[config.mk]
export PLATFORM = sky130hd
export DESIGN_NAME = scanf_integer_field_scanner
export DESIGN_NICKNAME = d
export VERILOG_FILES = /design/src/rtl/core/scif_pkg.sv /design/src/rtl/core/scif_step.sv /design/src/rtl/core/scif_out_buf.sv /design/src/rtl/core/scanf_integer_field_scanner.sv
export SDC_FILE = /design/constraint.sdc
export NUM_CORES = 1
export LEC_CHECK = 0
export ABC_CLOCK_PERIOD_IN_PS = 10300
export BUFFER_PORTS_ARGS = -buffer_cell sky130_fd_sc_hd__clkbuf_2
export CAP_MARGIN = 20
export CORE_MARGIN = 2
export CORE_UTILIZATION = 55
export CTS_CLUSTER_SIZE = 20
export DETAILED_ROUTE_END_ITERATION = 12
export PLACE_DENSITY = 0.7
export SETUP_SLACK_MARGIN = 0.3
export SYNTH_ARGS = -nofsm -noshare
export SYNTH_HDL_FRONTEND = slang
export SYNTH_SLANG_ARGS = --single-unit
[constraint.sdc]
create_clock -name clk -period 10.3 [get_ports clk]
set_input_delay 1.03 -clock clk [delete_from_list [all_inputs] [get_ports clk]]
set_output_delay 1.03 -clock clk [all_outputs]
set_load 0.005 [all_outputs]
[src/rtl/core/scif_pkg.sv]
// ----------------------------------------------------------------------------
// scif_pkg
// Shared types and constants of the integer field scanner: transaction
// payloads, configuration layout, scan phases and character codes.
// ----------------------------------------------------------------------------
package scif_pkg;

	// accumulator width default
	localparam int VALUE_BITS_DEF = 32;

	// configuration register indexes
	localparam logic [1:0] CFG_KIND        = 2'd0;
	localparam logic [1:0] CFG_WIDTH_LIM   = 2'd1;
	localparam logic [1:0] CFG_FIELD_WIDTH = 2'd2;
	localparam logic [1:0] CFG_RESULT_SIZE = 2'd3;
	localparam int         CFG_DATA_BITS   = 8;

	// conversion kinds
	localparam logic [2:0] KIND_SDEC = 3'd0;
	localparam logic [2:0] KIND_UDEC = 3'd1;
	localparam logic [2:0] KIND_OCT  = 3'd2;
	localparam logic [2:0] KIND_HEX  = 3'd3;
	localparam logic [2:0] KIND_AUTO = 3'd4;

	// result sizes
	localparam logic [1:0] RSZ_WORD = 2'd0;
	localparam logic [1:0] RSZ_HALF = 2'd1;
	localparam logic [1:0] RSZ_WIDE = 2'd2;

	// radix values
	localparam logic [4:0] RADIX_OCT = 5'd8;
	localparam logic [4:0] RADIX_DEC = 5'd10;
	localparam logic [4:0] RADIX_HEX = 5'd16;

	// character codes
	localparam logic [7:0] CH_SPACE = 8'h20;
	localparam logic [7:0] CH_TAB   = 8'h09;
	localparam logic [7:0] CH_CR    = 8'h0d;
	localparam logic [7:0] CH_MINUS = 8'h2d;
	localparam logic [7:0] CH_ZERO  = 8'h30;
	localparam logic [7:0] CH_NINE  = 8'h39;
	localparam logic [7:0] CH_LO_A  = 8'h61;
	localparam logic [7:0] CH_LO_F  = 8'h66;
	localparam logic [7:0] CH_LO_X  = 8'h78;
	localparam logic [7:0] CH_UP_A  = 8'h41;
	localparam logic [7:0] CH_UP_F  = 8'h46;
	localparam logic [7:0] CH_UP_X  = 8'h58;

	// scan phases
	typedef enum logic [2:0] {
		PH_SKIP   = 3'd0,
		PH_SIGN   = 3'd1,
		PH_PREFIX = 3'd2,
		PH_PFX_X  = 3'd3,
		PH_DIGITS = 3'd4
	} phase_t;

	// input transaction
	typedef struct packed {
		logic [7:0] character;
		logic       end_of_input;
	} item_t;

	// result transaction
	typedef struct packed {
		logic signed [31:0] value;
		logic               char_consumed;
		logic               status;
		logic [15:0]        chars_in_field;
	} result_t;

	// configuration registers
	typedef struct packed {
		logic [2:0] conversion_kind;
		logic       width_limited;
		logic [7:0] field_width;
		logic [1:0] result_size;
	} cfg_t;

	// scan state apart from the accumulator
	typedef struct packed {
		phase_t      phase;
		logic        is_negative;
		logic [7:0]  width_left;
		logic [4:0]  radix;
		logic [15:0] consumed_count;
	} scan_state_t;

endpackage

[src/rtl/core/scif_step.sv]
// ----------------------------------------------------------------------------
// scif_step
// Combinational scan step: takes one character against the current state and
// gives the next state and, when the field ends, the result.
// ----------------------------------------------------------------------------
module scif_step #(
	parameter int VALUE_BITS = scif_pkg::VALUE_BITS_DEF
) (
	input  scif_pkg::cfg_t          cfg,
	input  scif_pkg::item_t         item,
	input  scif_pkg::scan_state_t   cur,
	input  logic [VALUE_BITS-1:0]   acc,
	output scif_pkg::scan_state_t   nxt,
	output logic [VALUE_BITS-1:0]   acc_nxt,
	output logic                    emit,
	output scif_pkg::result_t       res
);
	import scif_pkg::*;

	logic [7:0] c;
	logic       blank;
	logic       is_x;
	logic [3:0] dval;
	logic       dok;

	// character classes
	assign c     = item.character;
	assign blank = (c == CH_SPACE) || (c >= CH_TAB && c <= CH_CR);
	assign is_x  = (c == CH_LO_X) || (c == CH_UP_X);

	// digit decode, dok low for non-digits
	always_comb begin
		dval = '0;
		dok  = 1'b0;
		if (c >= CH_ZERO && c <= CH_NINE) begin
			dval = 4'(c - CH_ZERO);
			dok  = 1'b1;
		end else if (c >= CH_LO_A && c <= CH_LO_F) begin
			dval = 4'(c - CH_LO_A + 8'd10);
			dok  = 1'b1;
		end else if (c >= CH_UP_A && c <= CH_UP_F) begin
			dval = 4'(c - CH_UP_A + 8'd10);
			dok  = 1'b1;
		end
	end

	// phase sequencing, accumulation and field end
	always_comb begin
		phase_t                ph;
		logic                  neg;
		logic [7:0]            wl;
		logic [4:0]            rad;
		logic [15:0]           cnt;
		logic [VALUE_BITS-1:0] a;
		logic [VALUE_BITS-1:0] mul;
		logic [VALUE_BITS-1:0] v;
		logic [63:0]           ext;
		logic                  stop;
		logic                  fin;
		logic                  tk;
		logic                  took;
		logic                  sts;

		ph   = cur.phase;
		neg  = cur.is_negative;
		wl   = cur.width_left;
		rad  = cur.radix;
		cnt  = cur.consumed_count;
		a    = acc;
		mul  = '0;
		stop = 1'b0;
		fin  = 1'b0;
		tk   = 1'b0;
		took = 1'b0;
		sts  = 1'b0;

		// leading white space
		if (ph == PH_SKIP) begin
			if (item.end_of_input) begin
				fin  = 1'b1;
				sts  = 1'b1;
				stop = 1'b1;
			end else if (blank) begin
				stop = 1'b1;
			end else begin
				wl = cfg.field_width;
				ph = PH_SIGN;
			end
		end

		// end of input or no width left
		if (!stop && (item.end_of_input || (cfg.width_limited && wl == 8'd0))) begin
			fin  = 1'b1;
			stop = 1'b1;
		end

		// optional minus sign
		if (!stop && ph == PH_SIGN) begin
			ph = PH_PREFIX;
			if (c == CH_MINUS) begin
				neg  = 1'b1;
				tk   = 1'b1;
				stop = 1'b1;
			end
		end

		// radix choice and leading zero of a prefix
		if (!stop && ph == PH_PREFIX) begin
			ph = PH_DIGITS;
			case (cfg.conversion_kind)
				KIND_OCT: begin
					rad = RADIX_OCT;
				end
				KIND_HEX: begin
					rad = RADIX_HEX;
					if (c == CH_ZERO) begin
						ph   = PH_PFX_X;
						tk   = 1'b1;
						stop = 1'b1;
					end
				end
				KIND_AUTO: begin
					rad = RADIX_DEC;
					if (c == CH_ZERO) begin
						rad  = RADIX_OCT;
						ph   = PH_PFX_X;
						tk   = 1'b1;
						stop = 1'b1;
					end
				end
				default: begin
					rad = RADIX_DEC;
				end
			endcase
		end

		// x after a leading zero
		if (!stop && ph == PH_PFX_X) begin
			ph = PH_DIGITS;
			if (is_x) begin
				rad  = RADIX_HEX;
				tk   = 1'b1;
				stop = 1'b1;
			end
		end

		// digit accumulation by shift and add
		if (rad == RADIX_HEX) begin
			mul = a << 4;
		end else if (rad == RADIX_OCT) begin
			mul = a << 3;
		end else begin
			mul = (a << 3) + (a << 1);
		end
		if (!stop) begin
			if (!dok || ({1'b0, dval} >= rad)) begin
				fin = 1'b1;
			end else begin
				a  = mul + VALUE_BITS'(dval);
				tk = 1'b1;
			end
		end

		// count the consumed character and check the width
		if (tk) begin
			if (cnt != 16'hffff) begin
				cnt = cnt + 16'd1;
			end
			if (cfg.width_limited) begin
				if (wl != 8'd0) begin
					wl = wl - 8'd1;
				end
				if (wl == 8'd0) begin
					fin  = 1'b1;
					took = 1'b1;
				end
			end
		end

		// result value, negated then sized
		v   = neg ? (~a + VALUE_BITS'(1)) : a;
		ext = 64'(signed'(v));
		if (cfg.result_size == RSZ_HALF) begin
			res.value = signed'({{16{ext[15]}}, ext[15:0]});
		end else begin
			res.value = signed'(ext[31:0]);
		end
		res.char_consumed  = took;
		res.status         = sts;
		res.chars_in_field = cnt;
		emit               = fin;

		// next state, cleared after a result
		if (fin) begin
			nxt.phase          = PH_SKIP;
			nxt.is_negative    = 1'b0;
			nxt.width_left     = '0;
			nxt.radix          = RADIX_DEC;
			nxt.consumed_count = '0;
			acc_nxt            = '0;
		end else begin
			nxt.phase          = ph;
			nxt.is_negative    = neg;
			nxt.width_left     = wl;
			nxt.radix          = rad;
			nxt.consumed_count = cnt;
			acc_nxt            = a;
		end
	end

endmodule

[src/rtl/core/scif_out_buf.sv]
// ----------------------------------------------------------------------------
// scif_out_buf
// Result register: holds one result transaction until it is taken, and can
// be reloaded in the cycle the held one leaves.
// ----------------------------------------------------------------------------
module scif_out_buf (
	input  logic              clk,
	input  logic              arst_n,
	input  logic              load,
	input  scif_pkg::result_t load_data,
	output logic              can_load,
	output logic              result_valid,
	input  logic              result_ready,
	output scif_pkg::result_t result
);
	import scif_pkg::*;

	logic    valid_q;
	result_t data_q;

	// free now or freed by this cycle's transaction
	assign can_load = !valid_q || result_ready;

	// valid flag
	always_ff @(posedge clk or negedge arst_n) begin
		if (!arst_n) begin
			valid_q <= 1'b0;
		end else if (can_load) begin
			valid_q <= load;
		end
	end

	// payload
	always_ff @(posedge clk) begin
		if (load && can_load) begin
			data_q <= load_data;
		end
	end

	assign result_valid = valid_q;
	assign result       = data_q;

endmodule

[src/rtl/core/scanf_integer_field_scanner.sv]
// ----------------------------------------------------------------------------
// scanf_integer_field_scanner
// Scans one integer field of a character stream, one character per input
// transaction, and gives one result transaction when the field ends.
// ----------------------------------------------------------------------------
//  channel  signals                            direction  payload
//  item     item_valid / item_ready / item     in         item_t
//  result   result_valid / result_ready / result  out     result_t
//  config   cfg_we / cfg_index / cfg_data      in         4 registers
//
//  One character per cycle unless the step stage stalls: a transaction is
//  registered, then the scan step (shift-and-add accumulate, phase logic)
//  runs on it and writes the state and, at field end, the result register,
//  from which the result is then valid until it is taken.
//  Reset clears the scan state, configuration and both valid flags.
//  A held result stalls the step stage only while it is not taken.
// ----------------------------------------------------------------------------
module scanf_integer_field_scanner #(
	parameter int VALUE_BITS = scif_pkg::VALUE_BITS_DEF
) (
	input  logic                                 clk,
	input  logic                                 arst_n,
	input  logic                                 item_valid,
	output logic                                 item_ready,
	input  scif_pkg::item_t                      item,
	output logic                                 result_valid,
	input  logic                                 result_ready,
	output scif_pkg::result_t                    result,
	input  logic                                 cfg_we,
	input  logic [1:0]                           cfg_index,
	input  logic [scif_pkg::CFG_DATA_BITS-1:0]   cfg_data
);
	import scif_pkg::*;

	cfg_t                  cfg_q;
	item_t                 item_s1;
	logic                  valid_s1;
	scan_state_t           state_q;
	logic [VALUE_BITS-1:0] acc_q;
	scan_state_t           state_nxt;
	logic [VALUE_BITS-1:0] acc_nxt;
	logic                  emit;
	result_t               res;
	logic                  can_load;
	logic                  fire;

	// step stage advances when the result register can take its output
	assign fire       = valid_s1 && can_load;
	assign item_ready = !valid_s1 || fire;

	// configuration registers
	always_ff @(posedge clk or negedge arst_n) begin
		if (!arst_n) begin
			cfg_q <= '0;
		end else if (cfg_we) begin
			case (cfg_index)
				CFG_KIND:        cfg_q.conversion_kind <= cfg_data[2:0];
				CFG_WIDTH_LIM:   cfg_q.width_limited   <= cfg_data[0];
				CFG_FIELD_WIDTH: cfg_q.field_width     <= cfg_data[7:0];
				CFG_RESULT_SIZE: cfg_q.result_size     <= cfg_data[1:0];
				default:         cfg_q                 <= cfg_q;
			endcase
		end
	end

	// input register valid
	always_ff @(posedge clk or negedge arst_n) begin
		if (!arst_n) begin
			valid_s1 <= 1'b0;
		end else if (item_ready) begin
			valid_s1 <= item_valid;
		end
	end

	// input register payload
	always_ff @(posedge clk) begin
		if (item_valid && item_ready) begin
			item_s1 <= item;
		end
	end

	// scan state
	always_ff @(posedge clk or negedge arst_n) begin
		if (!arst_n) begin
			state_q.phase          <= PH_SKIP;
			state_q.is_negative    <= 1'b0;
			state_q.width_left     <= '0;
			state_q.radix          <= RADIX_DEC;
			state_q.consumed_count <= '0;
			acc_q                  <= '0;
		end else if (fire) begin
			state_q <= state_nxt;
			acc_q   <= acc_nxt;
		end
	end

	scif_step #(
		.VALUE_BITS (VALUE_BITS)
	) u_step (
		.cfg     (cfg_q),
		.item    (item_s1),
		.cur     (state_q),
		.acc     (acc_q),
		.nxt     (state_nxt),
		.acc_nxt (acc_nxt),
		.emit    (emit),
		.res     (res)
	);

	scif_out_buf u_out_buf (
		.clk          (clk),
		.arst_n       (arst_n),
		.load         (fire && emit),
		.load_data    (res),
		.can_load     (can_load),
		.result_valid (result_valid),
		.result_ready (result_ready),
		.result       (result)
	);

endmodule

==> results.txt <==
----------------------------------------------------
[Clock network]
  Post-cts resize count ... 0
  Clock H-tree levels ... 4
  Maximum number of buffers from clock root to sink ... 2
  Number of clock sinks ... 140
  Setup Fix Bufs, Post-CTS ... 0
  CTS root buf ... clkbuf_16
  Cts bufs inserted ... 17
  Insertion delay of the later-clocked pin in the worst-skew pair ... 440 ps
  CTS clk-pin slew, worst paths ... 70 ps
  Quantity of hold-fixing buffers added after cts ... 0
  TritonCTS clock tree ... yes

[STA]
  Relative slew margins ... 37.9%
  Worst Max-Slew Pin Slew ... 921 ps
  Final min period ... 8420 ps
  Final-layout setup total negative slack ... 0 ps
  Final-layout worst hold slack ... 447 ps
  Final period utilization ... 81.8%
  Clock Skews ... 8.77 ps
  Final setup violation count ... 0
  RSZ-0062 raised after global routing ... false
  Final hold violation count ... 0
  Maximum frequency from static timing analysis ... 119 MHz
  Final-report max-slew violation count ... 0

[Final layout]
  Final Util ... 62.3%
  Post-route cell area ... 0.0122 mm2
  Most common cell after layout, fill and taps aside ... nand2_1
  Area overhead of the layout relative to synthesis ... 10.7%
  Total Nets Final ... 1,365
  Number of filler instances in the final layout ... 1,728
  Antenna diode instance count ... 0
  Layout cell share with drive strength beyond 1 ... 14.0%
  Most frequent cells in the layout ... nand2_1 (140), nor2_1 (100), o21ai_0 (82)

[Route]
  Total iterations of the first detailed-routing run ... 5
  Detailed-route DRC error count ... 0
  ANT nets after route ... 0
  Met2 layer wire length in the routed design ... 15,500 um
  DR vias ... 10,017
  Total routed wire length on the met1 layer ... 12,900 um
  Total wirelength of the detailed-routed design ... 30,700 um
  Mean routed wirelength per cell ... 19.5 um
  Met3 Routed Length ... 1380 um
  Starting DRC count in detailed routing ... 746
  Vias per Instance ... 6.36
  Top layer reached by signal wires ... met5

[Run]
  Max cap viols ... 0

[Critical path]
  Endpoint type of the worst setup path ... flop
  Type of the worst setup path ... reg2reg
  Worst-case register-to-register setup slack ... 1880 ps
  Arrival time of the worst setup path ... 8620 ps
  Origin of the critical flop-to-flop path ... item_s1[2]$_DFFE_PP_
  Data required time at the worst endpoint ... 10,490 ps
  R2R cell count ... 28
  Critical R2R Capture ... u_out_buf.result[45]$_DFFE_PP_
  Worst setup startpoint ... item_s1[2]$_DFFE_PP_
  Maximum net fanout on the critical path ... 35
  Crit path launch type ... flop
  Worst setup path endpoint ... u_out_buf.result[45]$_DFFE_PP_
  Master of the slowest instance on the critical path ... a221oi_1
  Library cell appearing most often on the critical path ... ha_1
  Worst path max stage delay ... 710 ps

[Die]
  I/O pin count ... 76
  Die Outline Area ... 0.0212 mm2
  Width of the die ... 146 um
  Number of placement rows ... 51
  Starting density of the core ... 56.3%
  Area of the core region ... 0.0196 mm2
  Die height ... 146 um

[Synth]
  Most common flop cell mapped by yosys ... dfrtp_1
  Nets in the synthesized netlist ... 1,320
  Sequential element share of the synthesized area ... 34.5%
  Number of enable-type register cells in the synthesized netlist ... 59
  Cell type with the highest aggregate area in the netlist ... dfrtp_1
  Number of synthesized register bits ... 140
  Share of Yosys cell area claimed by the top area cell type ... 17.9%
  Cells taking the most area after synthesis ... dfrtp_1 (18%), edfxtp_1 (16%), nand2_1 (4.8%)
  Mean area per synthesized cell ... 8.80 um2
  FFs w/ async S/R, synth ... 57.9%
  Ys Warns ... 0
  Cell Area, Synth ... 0.0110 mm2
  Number of distinct library cells after synthesis ... 87
  Synthesized netlist cell count ... 1,252

[Global route]
  GR Overflow Total ... 0
  Initial antenna violation count ... 1
  Gr usage total ... 28.9%
  Via count of the first global-routing pass ... 9,674
  Maximum number of pins on one net before global-route repair ... 69
  Wire length of the first global-routing pass ... 49,600 um

[Place]
  Post-DP HPWL ... 22,300 um
  Number of input and output port buffers inserted ... 75
  RD Place Congestion ... 0.894
  Post-placement cell area ... 0.0116 mm2

[Pwr]
  Leakage power of the design ... 5.11 nW
  Total power per unit cell area ... 176 mW/mm2
  Maximum resistive drop on vdd ... 181 uV

[Hold path]
  Type of the worst min-delay path ... in2async

[Run status]
  Outcome ... complete, no violations

----------------------------------------------------
-- routing by layer --
layer  global-route usage [%]  vias up
li1                         -     4833
met1                     35.7     4815
met2                     51.0      296
met3                     4.70       71
met4                     10.3        2
met5                        0        -
-- area by class of cell --
type	count	area, um2	share of cell area [%]
Tap cell	265	332	2.72
Clock buffer	18	450	3.69
Sequential cell	140	3800	31.2
Timing Repair Buffer	91	498	4.08
Multi-Input combinational cell	1028	6880	56.4
Clock inverter	14	166	1.36
Inverter	19	71.3	0.585
-- flip-flops by register name (all words and copies together) (netlist names) --
register,count
item_s1,9
u_out_buf.result_valid,1
acc_q,32
state_q,33
u_out_buf.result,50
valid_s1,1
cfg_q,14
-- cell families after synthesis --
logic type,after synthesis,synth area share (%)
adders and majority gates,44,5.13
DFF,140,34.5
buffers and inverters,84,3.25
xor gates and xnor gates,74,5.88
and+or+nand+nor,490,22.9
muxes,47,4.55
AOI/OAI and AO/OA,373,23.8
-- power by group --
group | internal [W] | leakage, nW | switching (W)
Sequential | 0.000690 | 1.66 | 0.0000695
Clock | 0.000362 | 0.302 | 0.000292
Combinational | 0.000257 | 3.14 | 0.000477
-- synthesized netlist by cell type (all sizes together), types with 5 or more instances --
cell       n
a211o      6
a211oi    12
a21o      23
a21oi     75
a22o      25
a31oi     16
and2      13
and3      22
and3b      5
and4       9
buf       20
clkbuf    45
dfrtp     79
edfxtp    59
ha        42
inv       19
mux2      25
mux2i     22
nand2    141
nand2b    17
nand3     38
nand3b     7
nand4     18
nor2     102
nor2b     13
nor3      38
nor3b      9
nor4      18
nor4b      7
o2111ai    7
o211a      6
o211ai    11
o21a      12
o21ai     85
o31a       7
o31ai     22
or3       16
xnor2     41
xor2      33
-- how the worst min path moves through the flow --
stage,start,endpoint,slack (ps),cells after the start
floorplan,state_q[21]$_DFFE_PN0P_,state_q[21]$_DFFE_PN0P_,470,2
global placement,state_q[29]$_DFFE_PN0P_,state_q[29]$_DFFE_PN0P_,500,2
detailed placement,state_q[22]$_DFFE_PN0P_,state_q[22]$_DFFE_PN0P_,510,2
CTS,arst_n,cfg_q[13]$_DFFE_PN0P_,450,1
global route,arst_n,cfg_q[13]$_DFFE_PN0P_,450,1
finish,arst_n,cfg_q[13]$_DFFE_PN0P_,450,1
-- stage by stage --
| step | worst slack [ps] | instances | power, W |
|---|---|---|---|
| after floorplan | 1790 | 1252 | 0.00126 |
| after global placement | 2240 | 1543 | 0.00148 |
| after detailed placement | 2090 | 1543 | 0.00149 |
| after CTS | 2040 | 1575 | 0.00214 |
| after global routing | 1330 | 1575 | 0.00226 |
| final | 1880 | 1575 | 0.00215 |
-- worst max-delay path, delay by kind of cell (launching register included) --
kind | cells | cell delay (ps)
adders and majority gates | 4 | 950
and+or+nand+nor | 13 | 3610
buffers and inverters | 3 | 710
DFF | 1 | 440
AOI/OAI and AO/OA | 6 | 1920
muxes | 2 | 570
Power figures use the tool's default switching activity.
